**config.mk**
```make
export PLATFORM = sky130hd
export DESIGN_NAME = sgts_ram
export DESIGN_NICKNAME = d
export VERILOG_FILES = /design/src/design/sgts_ram.sv
export SDC_FILE = /design/constraint.sdc
export NUM_CORES = 1
export LEC_CHECK = 0
export ABC_CLOCK_PERIOD_IN_PS = 1200
export BUFFER_PORTS_ARGS = -buffer_cell sky130_fd_sc_hd__buf_2
export CELL_PAD_IN_SITES_DETAIL_PLACEMENT = 0
export CELL_PAD_IN_SITES_GLOBAL_PLACEMENT = 2
export CORE_UTILIZATION = 37
export CTS_CLUSTER_SIZE = 12
export DETAILED_ROUTE_END_ITERATION = 7
export PLACE_DENSITY_LB_ADDON = 0.25
export SKIP_LAST_GASP = 1
export SLEW_MARGIN = 20
export SYNTH_ARGS = -nofsm -noshare
export SYNTH_HDL_FRONTEND = slang
export SYNTH_SLANG_ARGS = --single-unit
```
**constraint.sdc**
```tcl
create_clock -name clock -period 1.2 [get_ports clock]
set_clock_uncertainty 0.1 [all_clocks]
set_input_delay 0 -clock clock [delete_from_list [all_inputs] [get_ports clock]]
set_output_delay 0 -clock clock [all_outputs]
set_load 0.005 [all_outputs]
```
**src/design/sgts_ram.sv**
```systemverilog
// Simple dual-port synchronous RAM: one write port, one registered read port.
// Used for the key store and the bitmap store. No dependencies.
module sgts_ram #(
   parameter int Width = 8,
   parameter int Depth = 2,
   parameter int AddrW = (Depth > 1) ? $clog2(Depth) : 1
) (
   input  logic             clock,
   input  logic             wr_en,
   input  logic [AddrW-1:0] wr_addr,
   input  logic [Width-1:0] wr_data,
   input  logic             rd_en,
   input  logic [AddrW-1:0] rd_addr,
   output logic [Width-1:0] rd_data
);

   logic [Width-1:0] mem [Depth];
   logic [Width-1:0] rd_data_ff;

   always_ff @(posedge clock) begin
      if (wr_en) begin
         mem[wr_addr] <= wr_data;
      end
      // The read register holds its value while no read is issued.
      if (rd_en) begin
         rd_data_ff <= mem[rd_addr];
      end
   end

   assign rd_data = rd_data_ff;

endmodule
```
==> impl.org, run 1 <==
** Outcome
- Result of the run :: finished, final reports clean

** Hold path
- The path class of the tightest hold or removal check is in2reg.
- The worst hold path begins at wr_addr.
- The worst hold path terminates at mem[0][0].
- Counting instances, the worst hold path has a depth of 3.

** Setup path
- CP bufs+invs :: 0
- Critical path start-end classification :: reg2reg
- Critical path arrival :: 0.96 ns
- The slowest stage of the critical path belongs to the cell edfxtp_1.
- Delay-heaviest family, CP :: flip-flops
- STA classifies the critical path endpoint as a flop.
- In this design, the stage delay of the slowest critical-path cell is 0.39 ns.
- The worst register-to-register path has a depth of 1.
- STA puts the critical path data required time at 1.16 ns.
- Traced cell by cell, the critical path runs through mux2_4.
- Crit Reg-Reg Startpoint :: mem[0][3]
- Worst R2R End :: rd_data[3]
- STA classifies the critical path startpoint as a flop.
- In this run the register-to-register setup slack is 0.21 ns.
- Along the worst path, the maximum fanout reaches 1.

** Clocking
- After clock tree synthesis, the setup repair step added 0 buffers.
- The tree built by TritonCTS fans out to 24 sinks.
- Skew-Pair Late Insertion Delay :: 0.29 ns
- Maximum clock insertion buffer count :: 2
- TritonCTS built the clock tree.
- H-tree level count :: 1
- Clock-pin slew on the worst setup and hold paths :: 0.11 ns
- The cell sitting at the root of the clock tree is a clkbuf_4.
- The number of clock buffers added by TritonCTS is 3.

** GRT
- Entering global routing, the biggest net connects 13 pins.
- Number of antenna violations at the first check in global routing :: 0
- Across every metal layer, demand over resource in global routing totals a little over a tenth.
- The first global-routing pass estimated approximately 1.9 mm of wire.
- Summed over all layers, the global routing overflow is 0.
- Number of global-route vias before repair :: approximately 420

** Place
- Total of buffers placed on input and output ports :: 20
- At the end of routability-driven placement, the weighted congestion stood at 0.688.
- Setup slack after placement :: 0.210 ns

** Finish
- After the last flow step, the layout net total stands at 82.
- Footprint of the flip-flops and latches :: 721 µm²
- Layout overhead on the synthesized area :: 28.2%
- Once layout is complete, the utilization of the core stands at between 50 and 60%.
- Fillcell total :: 196
- In the final layout, the multi-input gates occupy 133 µm².
- The number of antenna diodes in the final layout is 0.
- Share of layout cells above drive strength 1 :: 47.8%

** Power
- Overall power consumption after layout is estimated at 1.46 mW.
- The worst-case IR drop observed on VDD is around 0.0008 V.
- In this run the static leakage power is 0.434 nW.
- Power density cells :: 1310 nW/µm²

** Die
- Area of the die :: 2530 µm²
- The die is 50.3 µm tall.
- The initial utilization of the core area, before any placement, comes to 39.1%.
- DIE WIDTH :: 50.3 µm
- Total number of placement rows :: 17
- After floorplanning, the core was sized to cover about 2200 µm².
- Number of top-level pins :: 21

** STA
- Final setup vio count :: 0
- The hold violation count in the final report was 0.
- Sum of negative setup slack :: 0 ns
- Crit path time final :: 0.994 ns
- Share of the cycle needed by the critical path after routing :: 82.8%
- Worst hold slack across all endpoints :: 0.0511 ns
- Setup repair after global routing left no endpoint under its margin.
- Setup slack closes at roughly 0.21 ns.
- At the pin with the least slew margin, the transition time is 0.385 ns.
- Achievable clock frequency :: 1010 MHz
- Relative max-transition margin :: 74.4%
- The final-report max-slew violation count came to 0.

** Route
- Summing over every cut layer, the via total after detailed routing is between 400 and 500.
- Remaining number of nets flagged by the antenna check after routing :: 0
- After detailed routing, the number of remaining DRC violations is 0.
- Wire length per cell after detailed routing :: 11.7 µm
- The first routing iteration left 6 violations.
- Avg Vias per Cell :: 4.34
- First drt pass iteration count :: 3
- DRT Wirelength :: roughly 1.1 mm

** Yosys
- Number of distinct library cell variants in the gate-level netlist after synthesis :: 5
- Summing every instance area after synthesis gives 865 µm².
- For this run, the register share of the synthesized area comes to 83.4%.
- Synthesis inferred 24 register bits.
- When the netlist entered floorplanning its net count stood at 48.
- Dividing the synthesized area by the synthesized cell count gives 24.7 µm².
- Cells after synthesis :: 35
- Yosys printed 0 warnings.

** Flow run
- The tool flagged a number of max-cap violations equal to 0.
==> worst max-delay path by stage <==
stage / startpoint / endpoint / slack, ns / depth (start not counted)
after floorplan: mem[0][0] / rd_data[0] / 0.25 / 1
after global placement: mem[0][6] / rd_data[6] / 0.24 / 1
after detailed placement: mem[0][3] / rd_data[3] / 0.21 / 1
after CTS: mem[0][3] / rd_data[3] / 0.20 / 1
after global routing: mem[0][0] / rd_data[0] / 0.18 / 1
final: mem[0][3] / rd_data[3] / 0.21 / 1
==> final cells by class <==
cell class | count | share of cell area (%)
Sequential cell | 24 | 65.0
Clock buffer | 3 | 2.03
Timing Repair Buffer | 30 | 17.8
Tap cell | 28 | 3.16
Multi-Input combinational cell | 10 | 12.0
==> cell usage in the layout, fill, tap and decap left out <==
master and n:
buf_4 1, and2_1 1, nor2b_1 1, dlygate4sd3_1 9, mux2_4 8, clkbuf_4 3, edfxtp_1 24, buf_2 20
==> cells by family after synthesis <==
kind of cell | share of synthesized area, %
buffers and inverters | 1.30
multiplexers | 13.9
flip-flops | 83.4
AND/OR/NAND/NOR | 1.45
==> synthesized netlist by cell type <==
library cell | number | area share [%]
and2_1 | 1 | 0.72
buf_6 | 1 | 1.3
edfxtp_1 | 24 | 83
mux2_4 | 8 | 14
nor2b_1 | 1 | 0.72
==> per-stage QoR <==
| step | area (µm²) | cells |
|---|---|---|
| finish | 1110 | 95 |
| global route | 1110 | 95 |
| CTS | 1110 | 95 |
| detailed placement | 996 | 83 |
| global placement | 996 | 83 |
| floorplan | 865 | 35 |
==> power by group <==
part / switching, mW / total, mW / internal, mW
Sequential: 0.0139 / 1.00 / 0.989
Combinational: 0.0494 / 0.134 / 0.0845
Clock: 0.202 / 0.319 / 0.117
Total: 0.265 / 1.46 / 1.19
==> state kept, by name, summed over array words and instances, names as in the netlist <==
signal   cells
mem         16
rd_data      8
==> what timing repair did <==
item / in CTS / in global routing
endpoints found under the hold margin: 24 / 0
gates resized for setup: 0 / 0
hold buffers: 9 / 0
==> routing by layer <==
metal / GRT usage (%) / part of all wire (%) / up-vias
met2: 19.1 / 51 / 18
met3: 3.03 / 5.9 / 0
li1: - / - / 202
met4: 4.17 / 0 / 0
met1: 12.4 / 43 / 192
met5: 0 / 0 / -
(Power assumes the default switching activity.)
==> inputs of run 2 (changes only) <==
--- a/config.mk
+++ b/config.mk
@@ -5,11 +5,12 @@
 export SDC_FILE = /design/constraint.sdc
 export NUM_CORES = 1
 export LEC_CHECK = 0
-export ABC_CLOCK_PERIOD_IN_PS = 1200
+export ABC_AREA = 1
+export ABC_CLOCK_PERIOD_IN_PS = 1000
 export BUFFER_PORTS_ARGS = -buffer_cell sky130_fd_sc_hd__buf_2
 export CELL_PAD_IN_SITES_DETAIL_PLACEMENT = 0
 export CELL_PAD_IN_SITES_GLOBAL_PLACEMENT = 2
-export CORE_UTILIZATION = 37
+export CORE_UTILIZATION = 34
 export CTS_CLUSTER_SIZE = 12
 export DETAILED_ROUTE_END_ITERATION = 7
 export PLACE_DENSITY_LB_ADDON = 0.25
==> constraint.sdc (replaced) <==
create_clock -name clock -period 1 [get_ports clock]
set_clock_uncertainty 0.1 [all_clocks]
set_input_delay 0 -clock clock [delete_from_list [all_inputs] [get_ports clock]]
set_output_delay 0 -clock clock [all_outputs]
set_load 0.005 [all_outputs]
==> impl.org, run 2 <==
** Power
- Leakage :: 0.458 nW (+5.4%)
- Internal portion of total power :: 1.40 mW (+17%)
- Switching power :: 0.335 mW (+26%)
- The power share of the sequential group is 69.3% (+0.4 points).
- The post-layout total power was 1.73 mW (+19%).
- Proportion of power drawn by the clock network :: 22.6% (+0.7 points)
- The highest ir drop seen on vdd is 0.000755 V (-5.6%).
- The combinational share of power came to 8.0% (-1.2 points).
- Power density cells :: 1600 nW/µm² (+22%)
- Net switching fraction of the power :: 19.3% (+1.1 points)

** Outcome
- Result of the run :: finished, final reports clean

** Setup path
- STA classifies the critical path endpoint as a primary output.
- The required time reported for the critical path endpoint is 0.90 ns (-0.26 ns).
- Maximum cell stage delay along the critical path :: 0.37 ns (-0.02 ns)
- Cell-by-cell trace of the critical path :: buf_2
- The slowest stage of the critical path is the edfxtp_1 cell.
- By startpoint and endpoint, the worst setup path is classified as reg2out.
- Largest fanout on the critical path :: 1 (unchanged)
- CP bufs+invs :: 1 (+1)
- Startpoint kind of the worst setup timing path :: flop
- The data arrival time of the critical path is 0.81 ns (-0.15 ns).
- Grouping stages by cell kind, the critical path spends the most delay in flip-flops.

** Route
- Avg Vias per Cell :: 4.18 (-3.7%)
- First DRT Iteration DRCs :: 13 (+7)
- The detailed-route wire length is 1.10 mm (-0.90%).
- The number of nets with antenna violations after routing is 0 (unchanged).
- The detail-routed net length per standard cell came to 9.65 µm (-17%).
- Overall via count from detail_route :: 476 (+16%)
- The DRC violation count after routing is 0 (unchanged).
- First drt pass iteration count :: 3 (unchanged)

** Yosys
- The number of enable-type register cells in the synthesized netlist is 24 (unchanged).
- Most area-hungry cell type in the Yosys netlist :: edfxtp_1
- Most numerous cell types in the synthesized netlist :: nand2_1, edfxtp_1, inv_1
- Among all flip-flop cells after synthesis, the most frequent one is edfxtp_1.
- Count leader, synth :: nand2_1
- The sequential-to-total area share from yosys stat came to 85.7% (+2.4 points).
- Yosys reg bits :: 24 (unchanged)
- Most area-consuming cells after synthesis :: edfxtp_1, nand2_1, buf_6, inv_1, inv_2
- The number of cells produced by synthesis was 54 (+54%).
- The netlist area before placement came to 841 µm² (-2.7%).
- The share of Yosys cell area claimed by the top area cell type came to 85.7% (+2.4 points).
- Syn_area_per_cell :: 15.6 µm² (-37%)
- The Yosys warning count came to 0 (unchanged).
- The count of unique library cells instantiated by Yosys came to 6 (+1).
- Syn_nets :: 67 (+40%)
- The share of flip-flops with an asynchronous set or reset after synthesis came to 0% (unchanged).

** Clocking
- The clock latency on the worst-skew pair is 0.30 ns (about the same).
- The maximum level of the CTS H-tree was 1 (unchanged).
- The number of sinks handled by clock tree synthesis came to 24 (unchanged).
- Maximum clock insertion buffer count :: 2 (unchanged)
- CTS tree :: yes
- Clock-pin slew on the worst setup and hold paths :: 0.12 ns (about the same)
- The tree is rooted in a clkbuf_4.
- Inserted Clock Buffers :: 3 (unchanged)

** Die
- The horizontal die dimension was 51.7 µm (+2.8%).
- Area of the die :: 2680 µm² (+5.6%)
- The count of boundary I/O pins is 21 (unchanged).
- The area of the core region was 2280 µm² (+2.9%).
- Chip height :: 51.7 µm (+2.8%)
- Total number of placement rows :: 17 (unchanged)
- The initial standard-cell utilization of the core came to 36.9% (-2.1 points).

** Place
- Total of buffers placed on input and output ports :: 20 (unchanged)
- Final weighted congestion of routability-driven global placement :: 0.706 (+2.5%)
- After legalization and detailed placement, the total HPWL measured 760 µm.

** Finish
- The layout net count came to 101 (+23%).
- Most frequent standard cell in the layout excluding fill and tap cells :: nand2_1
- Fillcell total :: 203 (+3.6%)
- The share of layout cells above drive strength 1 was 29.1% (-19 points).
- Most used cells in the layout excluding fill and tap cells :: nand2_1, edfxtp_1, buf_2
- The count of inserted antenna diode cells came to 0 (unchanged).
- From synthesis to final layout, the design area changed by 29.0%.
- Largest register by flop count :: mem
- Max FFs per register :: 16 (unchanged)

** GRT
- The pin count of the biggest net entering global routing is 13 (unchanged).
- The via count of the first global-routing pass came to 411 (-2.8%).
- Number of antenna violations at the first check in global routing :: 0 (unchanged)
- The wire length of the first global-routing pass came to 1.86 mm (-2.9%).
- The total grt overflow came to 0 (unchanged).
- The overall global routing resource usage was 10.3% (-0.59 points).

** STA
- Transition time of the tightest slew-check pin :: 0.312 ns (-0.0729 ns)
- The worst slew margin relative to its limit came to 79.2% (+4.8 points).
- Based on the critical path, the design can be clocked at up to 1100 MHz.
- The final critical path takes up 90.6% of the cycle.
- The hold violation count in the final report was 0 (unchanged).
- Counting I/O delays and the setup requirement, the final critical path takes 0.906 ns.
- Setup repair after global routing left no endpoint under its margin.
- Number of pins with negative max-slew slack in the final report :: 0 (unchanged)
- Final setup vio count :: 0 (unchanged)
- The sum of negative setup slack came to 0 ns (unchanged).

** Hold path
- Hold crit path type :: in2reg

** Flow run
- Max-capacitance violation count :: 0 (unchanged)
==> run 2: through the flow <==
| stage | hold WS, ns | cell area, µm² | util (%) | setup WS [ns] | std cells |
|---|---|---|---|---|---|
| floorplan | -0.00113 | 841 | - | 0.140 | 54 |
| global placement | 0.0894 | 972 | 42.7 | 0.169 | 102 |
| detailed placement | 0.0931 | 972 | 42.7 | 0.159 | 102 |
| CTS | 0.00366 | 1080 | 47.7 | 0.0813 | 114 |
| global route | 0.0211 | 1080 | 47.7 | 0.0254 | 114 |
| finish | 0.00619 | 1080 | 47.7 | 0.0941 | 114 |
==> run 2: timing repair <==
action	in CTS	in global routing
buffers inserted	0	0
resized for setup	0	0
hold buffers	9	0
hold endpoints to repair	24	0
==> run 2: power by group through the flow <==
| stage | Sequential, mW | Clock, mW | Combinational [mW] |
|---|---|---|---|
| 2_1_floorplan | 1.23 | 0 | 0.0463 |
| 3_3_place_gp | 1.22 | 0 | 0.113 |
| 3_5_place_dp | 1.22 | 0 | 0.115 |
| 4_1_cts | 1.20 | 0.406 | 0.142 |
| 5_1_grt | 1.21 | 0.453 | 0.161 |
| 6_report | 1.20 | 0.392 | 0.139 |
==> run 2: path summary, 6_finish.rpt <==
path,from,end,slack (ns),cells after the start
worst max-delay path,rd_data[7],rd_data[7],0.09,1
worst min register to register,mem[0][4],rd_data[4],0.42,2
worst max register to register,mem[1][6],rd_data[6],0.14,2
worst min-delay path,rd_addr,rd_data[7],0.006,3
==> run 2: routing by layer <==
metal  vias to the layer above  part of all wire (%)  GRT usage (%)
met5                         -                     0              0
met4                         0                   2.2           6.76
met3                         4                   6.3           2.63
met2                        20                    43           14.9
met1                       202                    48           13.5
li1                        250                     -              -
==> run 2: kinds of logic (layout without fill, tap and decap cells) <==
group                  after synthesis  in the layout  synth area share (%)
buffers and inverters                4             36                  2.68
and+or+nand+nor                     26             26                  11.6
DFF                                 24             24                  85.7
==> run 2: final cells by class <==
type	instances	area (µm²)	area share, %
Clock buffer	3	22.5	2.08
Inverter	3	11.3	1.04
Multi-Input combinational cell	26	97.6	9.00
Sequential cell	24	721	66.4
Tap cell	28	35.0	3.23
Timing Repair Buffer	30	198	18.2
==> inputs of run 3 (changes only) <==
--- a/config.mk
+++ b/config.mk
@@ -10,6 +10,7 @@
 export BUFFER_PORTS_ARGS = -buffer_cell sky130_fd_sc_hd__buf_2
 export CELL_PAD_IN_SITES_DETAIL_PLACEMENT = 0
 export CELL_PAD_IN_SITES_GLOBAL_PLACEMENT = 2
+export CORE_ASPECT_RATIO = 0.75
 export CORE_UTILIZATION = 34
 export CTS_CLUSTER_SIZE = 12
 export DETAILED_ROUTE_END_ITERATION = 7
==> impl.org, run 3 (synthesized netlist as in run 2, its figures left out) <==
** Finish
- Leaving out fill and tap cells, the most frequent cells in the layout are nand2_1, edfxtp_1, buf_2.
- The share of layout cells above drive strength 1 was 28.7% (-0.33 points).
- The number of flip-flops under the largest register name is 16 (unchanged).
- Most frequent standard cell in the layout excluding fill and tap cells :: nand2_1
- Largest register by flop count :: mem
- The number of fill cells was 240 (+18%).
- The end-of-flow core utilization was 47.1% (-0.57 points).
- Non-filler cells, final :: 121 (+6.1%)
- The count of inserted antenna diode cells came to 0 (unchanged).
- Relative to the synthesized area, the layout overhead comes to 30.4%.
- The layout net count was 101 (unchanged).

** Setup path
- The worst setup path is captured at a primary output.
- Tracing the worst setup path back leads to its startpoint at rd_data[1].
- The worst register-to-register path begins at mem[0][4].
- The number of cells traversed by the worst register-to-register path is 2 (unchanged).
- The required time reported for the critical path endpoint was 0.90 ns (about the same).
- The highest net fanout along the worst path is 1 (unchanged).
- The worst setup path is launched from a flop.
- On the critical path, the stage with the largest delay is an instance of edfxtp_1.
- The number of buffer and inverter stages on the critical path came to 1 (unchanged).
- The worst setup path is of the reg2out kind.
- Reg2Reg Setup Slack :: 0.18 ns (+0.04 ns)
- Cell-by-cell trace of the critical path :: buf_2
- Critical path arrival :: 0.84 ns (+0.03 ns)
- The logic depth of the worst path, buffers included came to 1 (unchanged).
- The worst register-to-register path ends at rd_data[4].
- Maximum cell stage delay along the critical path :: 0.40 ns (+0.03 ns)
- Worst setup path endpoint :: rd_data[1]
- Delay-heaviest family, CP :: flip-flops

** Route
- The first-iteration detailed-routing DRC count is 10 (-3).
- The first-pass iteration count of the detailed router came to 2 (-1).
- The DRC violation count after routing is 0 (unchanged).
- Avg Vias per Cell :: 3.92 (-6.2%)
- Remaining number of nets flagged by the antenna check after routing :: 0 (unchanged)
- Wire length per cell after detailed routing :: 10.3 µm (+7.0%)
- The via count was 474 (-0.42%).
- The detailed-route wire length was 1.25 mm (+14%).

** Die
- The horizontal die dimension came to 59.4 µm (+15%).
- The initial standard-cell utilization of the core came to 36.1% (-0.81 points).
- Number of top-level pins :: 21 (unchanged)
- Chip height :: 45.1 µm (-13%)
- The area of the core region came to 2330 µm² (+2.3%).
- The die outline area came to 2680 µm² (about the same).
- The row count is 15 (-2).

** Place
- The cell count after placement is 108 (+5.9%).
- The half-perimeter wire length of the detailed placement result is 789 µm (+3.8%).
- The routability congestion estimate came to 0.646 (-8.5%).
- The placement-stage worst setup slack was 0.142 ns (-0.0165 ns).
- Total of buffers placed on input and output ports :: 20 (unchanged)

** Outcome
- The checks that failed: hold timing.
- The flow ran to the end, but the final reports show violations.

** Power
- Sequential power share :: 68.4% (-0.9 points)
- The leakage power summed over all cells is 0.459 nW (+0.34%).
- The internal power consumption was 1.40 mW (+0.38%).
- The power per cell area came to 1600 nW/µm² (+0.28%).
- Proportion of power drawn by the clock network :: 23.6% (+1.0 points)
- Switching power :: 0.352 mW (+5.2%)
- The combinational share of power is 8.0% (about the same).
- The net switching share of the total power is 20.1% (+0.75 points).
- IR Drop Worst-Case VDD :: 0.000869 V (+15%)
- The post-layout total power is 1.75 mW (+1.3%).

** STA
- The sum of negative setup slack is 0 ns (unchanged).
- Crit path time final :: 0.944 ns (+0.0377 ns)
- Number of pins with negative max-slew slack in the final report :: 0 (unchanged)
- The ratio of final minimum period to clock period is 94.4% (+3.8 points).
- Worst hold slack across all endpoints :: -0.000990 ns (-0.00718 ns)
- Setup repair after global routing missed its margin :: no
- Final-report hold violation count :: 1 (+1)
- The maximum clock rate was 1060 MHz (-4.0%).
- Final setup vio count :: 0 (unchanged)
- Relative max-transition margin :: 76.6% (-2.6 points)
- Transition time of the tightest slew-check pin :: 0.350 ns (+0.0386 ns)
- Slack of the critical path :: 0.0564 ns (-0.0377 ns)

** Clocking
- Post-CTS setup buffer count :: 0 (unchanged)
- The number of clock buffers inserted by TritonCTS is 3 (unchanged).
- The number of gates given a new drive strength after cts came to 0 (unchanged).
- Clock-pin slew on the worst setup and hold paths :: 0.12 ns (about the same)
- Library cell used as clock root buffer :: clkbuf_4
- H-tree level count :: 1 (unchanged)
- Maximum clock insertion buffer count :: 2 (unchanged)
- TritonCTS Sinks :: 24 (unchanged)
- TritonCTS built the clock tree.
- The clock latency on the worst-skew pair came to 0.31 ns (about the same).

** GRT
- The initial antenna violation count was 0 (unchanged).
- Total routing resource utilization after global routing :: 10.4% (+0.15 points)
- The wire length of the first global-routing pass came to 1.87 mm (+0.32%).
- The pin count of the biggest net entering global routing is 14 (+1).
- The total grt overflow was 0 (unchanged).
- The via count of the first global-routing pass was 398 (-3.2%).

** Hold path
- Source of the worst hold timing path :: rd_addr
- In this run the worst hold path is classified as in2reg.

** Flow run
- The max-capacitance violation count was 0 (unchanged).
==> run 3: worst min-delay path by stage <==
stage	cells after the start	slack (ns)	endpoint
floorplan	0	-0.001	mem[0][0]
global placement	1	0.09	mem[0][7]
detailed placement	1	0.09	mem[1][6]
CTS	3	0.003	rd_data[3]
global route	3	0.001	rd_data[3]
finish	3	-0.001	rd_data[3]
==> run 3: layout make-up <==
class / count / area, µm² / share of cell area [%]
Sequential cell: 24 / 721 / 65.8
Inverter: 3 / 11.3 / 1.03
Timing Repair Buffer: 30 / 198 / 18.0
Clock buffer: 3 / 22.5 / 2.05
Tap cell: 34 / 42.5 / 3.88
Multi-Input combinational cell: 26 / 97.6 / 8.90
Clock inverter: 1 / 3.75 / 0.342
==> run 3: power by group through the flow <==
stage	clock network, mW	registers (mW)	logic, mW
2_1_floorplan	0	1.23	0.0463
3_5_place_dp	0	1.22	0.117
4_1_cts	0.432	1.20	0.143
6_report	0.414	1.20	0.140
5_1_grt	0.476	1.21	0.157
3_3_place_gp	0	1.22	0.114
==> run 3: repair_timing <==
item,4_1_cts,5_1_grt
setup endpoints to repair,0,0
endpoints found under the hold margin,24,0
hold buffers,9,0
==> run 3: routing by layer <==
layer	up-vias	track usage, %	routed length [µm]	share of wire (%)
met5	-	0	0	0
li1	249	-	-	-
met4	0	2.86	0	0
met2	15	15.1	583	47
met1	210	13.4	584	47
met3	0	6.02	82	6.6
==> run 3: metrics by stage <==
| step | hold slack [ns] | cell area (µm²) |
|---|---|---|
| 2_1_floorplan | -0.00113 | 841 |
| 3_3_place_gp | 0.0865 | 980 |
| 3_5_place_dp | 0.0915 | 980 |
| 4_1_cts | 0.00321 | 1100 |
| 5_1_grt | 0.00142 | 1100 |
| 6_report | -0.000990 | 1100 |
